**config.mk**
```make
export PLATFORM = sky130hd
export DESIGN_NAME = fba_ctrl
export DESIGN_NICKNAME = d
export VERILOG_FILES = /design/src/hw/rtl/fba_pkg.sv /design/src/hw/rtl/fba_ctrl.sv
export SDC_FILE = /design/constraint.sdc
export NUM_CORES = 1
export LEC_CHECK = 0
export BUFFER_PORTS_ARGS = -buffer_cell sky130_fd_sc_hd__clkbuf_2
export CORE_UTILIZATION = 38
export CTS_CLUSTER_DIAMETER = 200
export CTS_CLUSTER_SIZE = 20
export DETAILED_ROUTE_END_ITERATION = 10
export GPL_TIMING_DRIVEN = 0
export SLEW_MARGIN = 20
export SYNTH_ARGS = -nofsm -noshare
export SYNTH_HDL_FRONTEND = slang
export SYNTH_SLANG_ARGS = --single-unit
```
**constraint.sdc**
```tcl
create_clock -name clk_i -period 2.3 [get_ports clk_i]
set_input_delay 0.23 -clock clk_i [delete_from_list [all_inputs] [get_ports clk_i]]
set_output_delay 0.23 -clock clk_i [all_outputs]
set_load 0.01 [all_outputs]
```
**src/hw/rtl/fba_pkg.sv**
```systemverilog
// Shared constants, types and helpers for the free bitmap allocator.
package fba_pkg;

  localparam int MapDepth = 4096;
  localparam int AddrW    = $clog2(MapDepth);
  localparam int CfgW     = 13;
  localparam int IdxW     = 15;

  typedef enum logic [2:0] {
    FN_SET       = 3'd0,
    FN_CLEAR     = 3'd1,
    FN_TEST      = 3'd2,
    FN_FIND      = 3'd3,
    FN_SET_ALL   = 3'd4,
    FN_CLEAR_ALL = 3'd5,
    FN_WR_BYTE   = 3'd6,
    FN_RD_BYTE   = 3'd7
  } func_e;

  typedef struct packed {
    logic             we;
    logic [AddrW-1:0] addr;
    logic [7:0]       wdata;
  } mem_req_t;

  function automatic logic [2:0] first_zero(input logic [7:0] b);
    logic [2:0] pos;
    pos = 3'd0;
    for (int k = 0; k <= 7; k++) begin
      if (!b[k]) pos = 3'(7 - k);
    end
    return pos;
  endfunction

endpackage

```
**src/hw/rtl/fba_ctrl.sv**
```systemverilog
// Sequencer: decodes requests, drives the map memory and builds results.
module fba_ctrl import fba_pkg::*; (
  input  logic              clk_i,
  input  logic              rst_ni,
  input  logic              start,
  output logic              busy,
  input  logic [2:0]        func_i,
  input  logic [IdxW-1:0]   bit_index_i,
  input  logic [7:0]        byte_data_i,
  input  logic [CfgW-1:0]   live_i,
  input  logic [7:0]        rdata_i,
  output mem_req_t          req_o,
  output logic              done_o,
  output logic              changed_o,
  output logic              bit_value_o,
  output logic              found_o,
  output logic [IdxW-1:0]   free_index_o,
  output logic [7:0]        byte_out_o,
  output logic              out_of_range_o
);

  typedef enum logic [2:0] {
    ST_CLR,
    ST_IDLE,
    ST_EXEC,
    ST_FIND,
    ST_FILL
  } state_e;

  state_e           state_q, state_d;
  logic [AddrW-1:0] ptr_q, ptr_d;
  func_e            func_q, func_d;
  logic [IdxW-1:0]  idx_q, idx_d;
  logic [7:0]       data_q, data_d;
  logic             done_q, done_d;
  logic             changed_q, changed_d;
  logic             bit_value_q, bit_value_d;
  logic             found_q, found_d;
  logic [IdxW-1:0]  free_index_q, free_index_d;
  logic [7:0]       byte_out_q, byte_out_d;
  logic             oor_q, oor_d;

  logic             bit_op;
  logic [AddrW-1:0] bit_byte;
  logic [7:0]       mask;
  logic             bit_oor;
  logic             raw_oor;
  logic [7:0]       new_byte;
  logic             ptr_last;
  logic             live_zero;

  assign bit_op    = (func_q == FN_SET) || (func_q == FN_CLEAR) || (func_q == FN_TEST);
  assign bit_byte  = idx_q[IdxW-1:3];
  assign mask      = 8'h80 >> idx_q[2:0];
  assign bit_oor   = {{(CfgW-AddrW){1'b0}}, bit_byte} >= live_i;
  assign raw_oor   = idx_q >= {{(IdxW-CfgW){1'b0}}, live_i};
  assign ptr_last  = ({{(CfgW-AddrW){1'b0}}, ptr_q} + CfgW'(1)) == live_i;
  assign live_zero = live_i == '0;

  always_comb begin
    new_byte = rdata_i;
    case (func_q)
      FN_SET:     new_byte = rdata_i | mask;
      FN_CLEAR:   new_byte = rdata_i & ~mask;
      FN_WR_BYTE: new_byte = data_q;
      default:    new_byte = rdata_i;
    endcase
  end

  always_comb begin
    state_d      = state_q;
    ptr_d        = ptr_q;
    func_d       = func_q;
    idx_d        = idx_q;
    data_d       = data_q;
    done_d       = 1'b0;
    changed_d    = 1'b0;
    bit_value_d  = 1'b0;
    found_d      = 1'b0;
    free_index_d = '0;
    byte_out_d   = '0;
    oor_d        = 1'b0;
    req_o        = '{we: 1'b0, addr: '0, wdata: '0};

    case (state_q)
      ST_CLR: begin
        req_o = '{we: 1'b1, addr: ptr_q, wdata: 8'h00};
        ptr_d = ptr_q + AddrW'(1);
        if (&ptr_q) state_d = ST_IDLE;
      end
      ST_IDLE: begin
        case (func_e'(func_i))
          FN_SET, FN_CLEAR, FN_TEST: req_o.addr = bit_index_i[IdxW-1:3];
          FN_WR_BYTE, FN_RD_BYTE:    req_o.addr = bit_index_i[AddrW-1:0];
          default:                   req_o.addr = '0;
        endcase
        if (start) begin
          func_d = func_e'(func_i);
          idx_d  = bit_index_i;
          data_d = byte_data_i;
          ptr_d  = '0;
          case (func_e'(func_i))
            FN_FIND:                 state_d = live_zero ? ST_EXEC : ST_FIND;
            FN_SET_ALL, FN_CLEAR_ALL: state_d = live_zero ? ST_EXEC : ST_FILL;
            default:                 state_d = ST_EXEC;
          endcase
        end
      end
      ST_EXEC: begin
        state_d = ST_IDLE;
        done_d  = 1'b1;
        if (bit_op) begin
          req_o.addr  = bit_byte;
          req_o.wdata = new_byte;
          if (bit_oor) begin
            oor_d = 1'b1;
          end else begin
            req_o.we    = new_byte != rdata_i;
            changed_d   = new_byte != rdata_i;
            bit_value_d = (func_q == FN_TEST) && ((rdata_i & mask) != 8'h00);
          end
        end else if ((func_q == FN_WR_BYTE) || (func_q == FN_RD_BYTE)) begin
          req_o.addr  = idx_q[AddrW-1:0];
          req_o.wdata = new_byte;
          if (raw_oor) begin
            oor_d = 1'b1;
          end else if (func_q == FN_WR_BYTE) begin
            req_o.we = 1'b1;
          end else begin
            byte_out_d = rdata_i;
          end
        end
      end
      ST_FIND: begin
        req_o.addr = ptr_q + AddrW'(1);
        if (rdata_i != 8'hFF) begin
          state_d      = ST_IDLE;
          done_d       = 1'b1;
          found_d      = 1'b1;
          free_index_d = IdxW'({ptr_q, first_zero(rdata_i)});
        end else if (ptr_last) begin
          state_d = ST_IDLE;
          done_d  = 1'b1;
        end else begin
          ptr_d = ptr_q + AddrW'(1);
        end
      end
      ST_FILL: begin
        req_o = '{we: 1'b1, addr: ptr_q,
                  wdata: (func_q == FN_SET_ALL) ? 8'hFF : 8'h00};
        ptr_d = ptr_q + AddrW'(1);
        if (ptr_last) begin
          state_d = ST_IDLE;
          done_d  = 1'b1;
        end
      end
      default: state_d = ST_IDLE;
    endcase
  end

  always_ff @(posedge clk_i or negedge rst_ni) begin
    if (!rst_ni) begin
      state_q <= ST_CLR;
      ptr_q   <= '0;
      done_q  <= 1'b0;
    end else begin
      state_q <= state_d;
      ptr_q   <= ptr_d;
      done_q  <= done_d;
    end
  end

  always_ff @(posedge clk_i) begin
    func_q       <= func_d;
    idx_q        <= idx_d;
    data_q       <= data_d;
    changed_q    <= changed_d;
    bit_value_q  <= bit_value_d;
    found_q      <= found_d;
    free_index_q <= free_index_d;
    byte_out_q   <= byte_out_d;
    oor_q        <= oor_d;
  end

  assign busy           = state_q != ST_IDLE;
  assign done_o         = done_q;
  assign changed_o      = changed_q;
  assign bit_value_o    = bit_value_q;
  assign found_o        = found_q;
  assign free_index_o   = free_index_q;
  assign byte_out_o     = byte_out_q;
  assign out_of_range_o = oor_q;

endmodule

```
==> impl_metrics.yaml, run 1 <==
outcome:
  status: "finished, violations left"
  violations: "setup timing"
pwr:
  p_switching_mw: 2.61
  p_clk_share_pct: 25.0
  p_leak_nw: 3.33
  combPwrFrac_pct: 48.5
  p_sw_share_pct: 41.8
  p_per_area_nw_per_um2: 811
  seqPwrFrac_pct: 26.6
  max-vdd-ir-drop_mv: 0.445
  internal-power_mw: 3.63
sta:
  period_minus_slack_ns: 2.69
  grt_setup_unrepaired: "yes"
  relSlewSlack_pct: 66.2
  slew_violations: 0
  holdWs_ns: 0.0483
  final.setup.tns_ns: -3.67
  period_share_pct: 117
  finalSetupViolations: 31
  final_hold_viol_count: 0
  fin_skew_ns: 0.0115
  max_freq_ghz: 0.371
  layout_setup_ws_ns: -0.392
  max_slew.worst_pin.slew_ns: 0.507
worst_setup_path:
  cp_max_fo: 4
  end_kind: "output port"
  start_kind: "register"
  cp_data_required_time_ns: 2.07
  rr_endpoint: "ptr_q[8]$_DFFE_PN0P_"
  r2r_slack_ns: -0.24
  reg2reg_depth: 9
  r2r_start: "ptr_q[0]$_DFFE_PN0P_"
  crit_type: "register to output port"
  crit_arrival_ns: 2.46
route:
  viasPerCell: 5.99
  drcViolationCount: 0
  vias: 5881
  drt-total-wl_um: 20300
  dr.pass1.iters: 5
  drt-wirelength-per-cell_um: 20.7
  ant_nets: 0
  initialDrtViolationCount: 672
die:
  die_width_um: 118
  ios: 100
  die_h_um: 118
  start_util_pct: 39.0
  fp-row-count: 42
  core_area_um2: 13200
  die-area_um2: 14000
synth:
  synth_edf_count: 26
  ys_warn_count: 0
  synthAdderAreaFrac_pct: 6.33
  synth_top_family_by_area: "simple AND/OR/NAND/NOR gates"
  synth.distinct_cells: 71
  yosys_register_bits: 69
  synthMuxAreaShare_pct: 1.66
  ys_seq_area_share_pct: 33.5
  synth-xor-area-share_pct: 4.58
  synth-simple-area-share_pct: 25.0
  ys.flop_type: "dfxtp_1"
  synthCells: 623
  ys_async_sr_fraction_pct: 23.2
  netlist_area_um2: 5140
  postSynthAreaPerCell_um2: 8.25
  synth_compound_area_share_pct: 24.0
  syn_nets: 699
clock_tree:
  clkTransAtPathRegs_ns: 0.06
  cts_sinks: 69
  insertion_delay_ns: 0.36
  htreeDepth: 3
  cts_tree: "built"
  cts_inserted_buffers: 9
  cts_buffer_depth: 2
  cts_root_buf: "clkbuf_16"
layout:
  nNetsFinal: 877
  regArea_um2: 1730
  final_util_pct: 58.3
  fill_cells: 1137
  drive_gt1_share_pct: 42.4
  areaGrowthSynthToFinish_pct: 49.7
  multiInputGateArea_um2: 3890
  antenna_cells: 0
global_routing:
  grt_pass1_vias: 5591
  grt_antenna_before_repair: 0
  gr-total-overflow: 0
  grt_start_max_net_pins: 17
  grt_pass1_wl_um: 31200
  grt_usage_pct: 29.2
worst_hold_path:
  min_to: "data_q[2]$_DFFE_PP_"
  hold_path.class: "input port to register"
  min_from: "byte_data_i[2]"
  holdPathStages: 1
placement:
  place_hpwl_um: 14000
  place_congestion: 0.943
  port_buffers: 96
job:
  cap_violations: 0
==> metrics by stage <==
| step | power (mW) | std cells | worst slack (ns) | cell area (µm²) |
|---|---|---|---|---|
| 6_report | 6.24 | 982 | -0.392 | 7690 |
| 4_1_cts | 5.78 | 947 | -0.422 | 7060 |
| 3_5_place_dp | 3.67 | 895 | -0.834 | 5880 |
| 2_1_floorplan | 2.90 | 623 | -0.119 | 5180 |
| 5_1_grt | 6.53 | 982 | -0.470 | 7690 |
| 3_3_place_gp | 3.65 | 895 | -0.885 | 5880 |
==> state kept, by name, summed over array words and instances, names as in the netlist <==
signal and flops:
found_o 1, ptr_q 12, free_index_o 15, byte_out_o 8, out_of_range_o 1, func_q 3
bit_value_o 1, changed_o 1, idx_q 15, data_q 8, state_q 3, done_o 1
==> power groups by stage <==
stage	Combinational [mW]	Clock, mW	Sequential [mW]
2_1_floorplan	1.34	0	1.57
3_3_place_gp	2.03	0	1.62
3_5_place_dp	2.05	0	1.62
4_1_cts	2.55	1.58	1.65
5_1_grt	3.22	1.63	1.68
6_report	3.02	1.56	1.66
==> cells in the final DEF (no fill, tap or decap), drive strengths merged, types with 3 or more instances in the layout <==
cell type	n
o21a	4
mux2i	4
dfxtp	27
o31ai	3
nor3	22
o21ai	43
ha	26
nor2b	11
nand3	22
o311ai	3
clkbuf	110
nand2	73
edfxtp	26
o211ai	8
inv	29
o221a	5
nand4	9
buf	105
xor2	4
a211oi	11
a21o	10
and2	25
o2111ai	3
nor4	12
a21oi	42
nor2	52
dfrtp	16
clkinvlp	4
xnor2	10
a22oi	10
a41oi	3
nand2b	13
a2bb2oi	3
a221oi	6
and3	3
a31oi	6
xnor3	5
==> layer usage <==
layer | track usage [%] | up-vias | part of all wire (%)
met2 | 45.3 | 386 | 45
met4 | 12.6 | 0 | 4.4
li1 | - | 2659 | -
met5 | 0 | - | 0
met1 | 38.6 | 2759 | 41
met3 | 7.09 | 77 | 9.5
==> cells in the mapped netlist, drive strengths merged, types with 6 or more instances <==
library cell	number	area share [%]
nand4	9	1.4
and2	25	3.0
a21o	10	1.5
o21ai	43	4.2
o211ai	8	1.2
clkbuf	34	2.5
nand2	73	5.3
nand2b	13	1.6
nor3	22	2.5
a21oi	42	4.1
edfxtp	26	15
ha	26	6.3
a31oi	6	0.73
xnor2	10	1.7
dfxtp	27	11
nor2	52	3.8
nor2b	11	1.3
nor4	12	1.8
a22oi	10	1.5
dfrtp	16	7.8
inv	27	2.0
buf	6	0.56
a221oi	6	1.0
nand3	22	2.2
a211oi	11	1.6
==> worst max path at each step <==
stage / startpoint / slack (ns) / endpoint / depth (start not counted)
floorplan: ptr_q[1]$_DFFE_PN0P_ / -0.12 / ptr_q[8]$_DFFE_PN0P_ / 9
global placement: state_q[1]$_DFFE_PN0P_ / -0.88 / req_o[14] / 11
detailed placement: state_q[1]$_DFFE_PN0P_ / -0.83 / req_o[14] / 11
CTS: idx_q[8]$_DFFE_PP_ / -0.42 / req_o[20] / 10
global route: func_q[1]$_DFFE_PP_ / -0.47 / req_o[20] / 9
finish: idx_q[7]$_DFFE_PP_ / -0.39 / req_o[20] / 10
==> final cells by class <==
class | count | area share, %
plain buffers | 28 | 2.47
inverters | 27 | 1.46
multi-input cells | 487 | 50.6
repair inverters | 1 | 0.0976
repair buffers | 178 | 15.8
flip-flops and latches | 69 | 22.5
clock buffers | 10 | 3.25
well taps | 176 | 2.86
clock inverters | 6 | 0.960
==> worst max-delay path, stage by stage (launching register included) <==
cell	delay, ns
edfxtp_1	0.50
ha_1	0.23
a21o_1	0.17
a21o_1	0.16
a211oi_2	0.23
o21ai_2	0.11
a211oi_2	0.16
buf_4	0.16
a41oi_2	0.12
o21ai_1	0.12
buf_2	0.15
==> timing repair <==
item	CTS	global route
setup buffers	45	37
hold buffers	1	0
pin swaps	39	50
gates cloned	2	0
endpoints found under the hold margin	16	0
endpoints found under the setup margin	75	46
gates resized for setup	137	106
==> logic make-up (layout without fill, tap and decap cells) <==
| logic type | after synthesis | after routing |
|---|---|---|
| AO/OA/AOI/OAI | 183 | 183 |
| AND/OR/NAND/NOR | 253 | 253 |
| adder cells (fa/ha/maj) | 26 | 26 |
| multiplexers | 6 | 6 |
| XOR/XNOR | 19 | 19 |
| flip-flops | 69 | 69 |
| buffers and inverters | 67 | 250 |
No activity file was read; power rests on OpenSTA's default activity.
==> inputs of run 2 (changes only) <==
Settings changed: ABC_AREA set to 1.
==> run 2 against run 1 <==
  * The flow still finishes with violations (setup timing)
  * Clock-buffer cell count grew 1
  * Combinational power is 2% higher
  * Die area fell by 8.7%
  * Critical path type unchanged
  * Largest cell class unchanged
  * Highest routed layer unchanged
==> impl_metrics.yaml, run 2 <==
layout:
  areaGrowthSynthToFinish_pct: 36.4
  layout_common_cells: "nand2_1 (132), clkbuf_2 (98), nand3_1 (73)"
  final_common_cell: "nand2_1"
  antenna_cells: 0
  drive_gt1_share_pct: 31.5
  final_cells: 967
  nNetsFinal: 891
  postLayoutCellArea_um2: 6380
  final_util_pct: 53.2
  fill_cells: 1200
sta:
  final_hold_viol_count: 0
  period_minus_slack_ns: 2.59
  slew_violations: 0
  finalSetupViolations: 9
  fin_skew_ns: 0.00719
  holdWs_ns: 0.0573
  final.setup.tns_ns: -0.906
  max_freq_ghz: 0.386
  relSlewSlack_pct: 53.1
  grt_setup_unrepaired: "yes"
  layout_setup_ws_ns: -0.289
  period_share_pct: 113
  max_slew.worst_pin.slew_ns: 0.702
worst_setup_path:
  cp_top_family: "simple AND/OR/NAND/NOR gates"
  crit_type: "register to output port"
  cp_data_required_time_ns: 2.07
  cpPeakStageDelay_ns: 0.42
  path_cells: "buf_6 -> nor2_4 -> inv_2 -> o21ai_4 -> buf_6 -> nand2_1 -> inv_2 -> nand2_2 -> nand3_2 -> nand2_1 -> nor2_1 -> nand2_1 -> o21ai_2 -> nand2_1 -> nand2_1 -> nand2_2 -> buf_6"
  slowest_stage: "edfxtp_1"
  crit_arrival_ns: 2.36
  end_kind: "output port"
  cp_max_fo: 5
  crit_buf_inv: 5
  start_kind: "register"
  r2r_slack_ns: 0.10
  crit_path_frequent_cell: "nand2_1"
clock_tree:
  cts_sinks: 69
  cts_inserted_buffers: 9
  clkTransAtPathRegs_ns: 0.05
  cts_buffer_depth: 2
  cts_tree: "built"
  htreeDepth: 3
  insertion_delay_ns: 0.35
  cts_root_buf: "clkbuf_16"
outcome:
  status: "finished, violations left"
  violations: "setup timing"
placement:
  place_congestion: 0.926
  dp_cells: 905
  port_buffers: 99
  placed_area_um2: 5370
  place_hpwl_um: 12000
die:
  start_util_pct: 39.0
  die_h_um: 113
  fp-row-count: 40
  ios: 100
  die-area_um2: 12800
  die_width_um: 113
  core_area_um2: 12000
synth:
  ys_async_sr_fraction_pct: 23.2
  synthCells: 659
  synth_edf_count: 26
  yosysMostFrequentCell: "nand2_1"
  syn_nets: 735
  synth_top_area_share_pct: 16.7
  ys_warn_count: 0
  ys_seq_area_share_pct: 36.8
  yosys_register_bits: 69
  ys.flop_type: "dfxtp_1"
  synth_top_area_cell: "edfxtp_1"
  synth_commonest_cells: "nand2_1 (152), nand3_1 (85), inv_1 (81)"
  synth.distinct_cells: 40
  synth_area_leaders: "edfxtp_1 (17%), nand2_1 (12%), dfxtp_1 (12%), nand3_1 (9.1%), dfrtp_1 (8.6%)"
  netlist_area_um2: 4680
  postSynthAreaPerCell_um2: 7.10
route:
  ant_nets: 0
  viasPerCell: 5.40
  drcViolationCount: 0
  drt-wirelength-per-cell_um: 16.7
  vias: 5224
  drt-total-wl_um: 16100
  initialDrtViolationCount: 531
  dr.pass1.iters: 5
global_routing:
  grt_pass1_wl_um: 24200
  grt_pass1_vias: 4743
  grt_start_max_net_pins: 27
  gr-total-overflow: 0
  grt_antenna_before_repair: 0
  grt_usage_pct: 24.6
pwr:
  p_per_area_nw_per_um2: 963
  max-vdd-ir-drop_mv: 0.629
  p_leak_nw: 3.03
worst_hold_path:
  hold_path.class: "input port to register"
job:
  cap_violations: 0
[run 2: changes by cell type after synthesis, sizes merged, moves of 11 or more]
cell	delta
nor2	+33
nor2b	-11
nor3	-14
a21oi	-23
nand3	+64
and2	-24
nand2	+85
a211oi	-11
clkbuf	-23
nand4	+15
nand2b	-13
inv	+54
[run 2: worst paths after layout]
kind | startpoint | end | cells after the start
worst min-delay path | byte_data_i[5] | data_q[5]$_DFFE_PP_ | 1
min in group asynchronous | rst_ni | ptr_q[8]$_DFFE_PN0P_ | 2
worst min register to register | ptr_q[11]$_DFFE_PN0P_ | ptr_q[11]$_DFFE_PN0P_ | 2
worst max register to register | idx_q[5]$_DFFE_PP_ | changed_o$_SDFF_PN0_ | 12
max in group asynchronous | rst_ni | ptr_q[3]$_DFFE_PN0P_ | 2
worst max-delay path | func_q[1]$_DFFE_PP_ | req_o[20] | 17
[run 2: what timing repair did]
action	CTS	global route
setup buffers	24	20
gates resized for setup	51	71
pin swaps	14	22
hold endpoints to repair	16	0
hold buffers	1	0
cloned	0	2
endpoints found under the setup margin	31	62
[run 2: layout make-up]
class	count	area (µm²)	area share, %
timing repair buffer	146	888	13.9
buffer	17	136	2.14
tap	147	184	2.88
sequential	69	1720	27.0
clock buffer	11	254	3.98
clock inverter	5	55.1	0.862
inverter	83	322	5.04
multi-input combinational	489	2820	44.2
[run 2: cell families after synthesis]
logic type / Yosys count / synth area share (%)
fa+ha+maj: 26 / 6.95
buf+inv: 101 / 8.61
simple gates: 368 / 35.2
compound gates: 93 / 12.1
flops: 69 / 36.8
xor+xnor: 2 / 0.374
[run 2: routing by layer]
layer / vias to the layer above / part of all wire [%] / GRT usage [%]
met4: 0 / 2.7 / 10.4
met1: 2418 / 45 / 34.8
met3: 35 / 6.0 / 3.11
li1: 2566 / - / -
met5: - / 0 / 0
met2: 205 / 46 / 38.0
[run 2: per-stage QoR]
| stage | setup WS [ns] | total power [mW] |
|---|---|---|
| finish | -0.289 | 6.15 |
| CTS | -0.169 | 5.66 |
| global placement | -0.373 | 3.89 |
| detailed placement | -0.362 | 3.93 |
| global route | -0.428 | 6.48 |
| floorplan | 0.233 | 3.15 |
[run 2: power by group]
group	total (mW)	switching, mW	internal (mW)
Clock	1.45	0.541	0.905
Combinational	3.07	1.89	1.18
Sequential	1.63	0.145	1.49
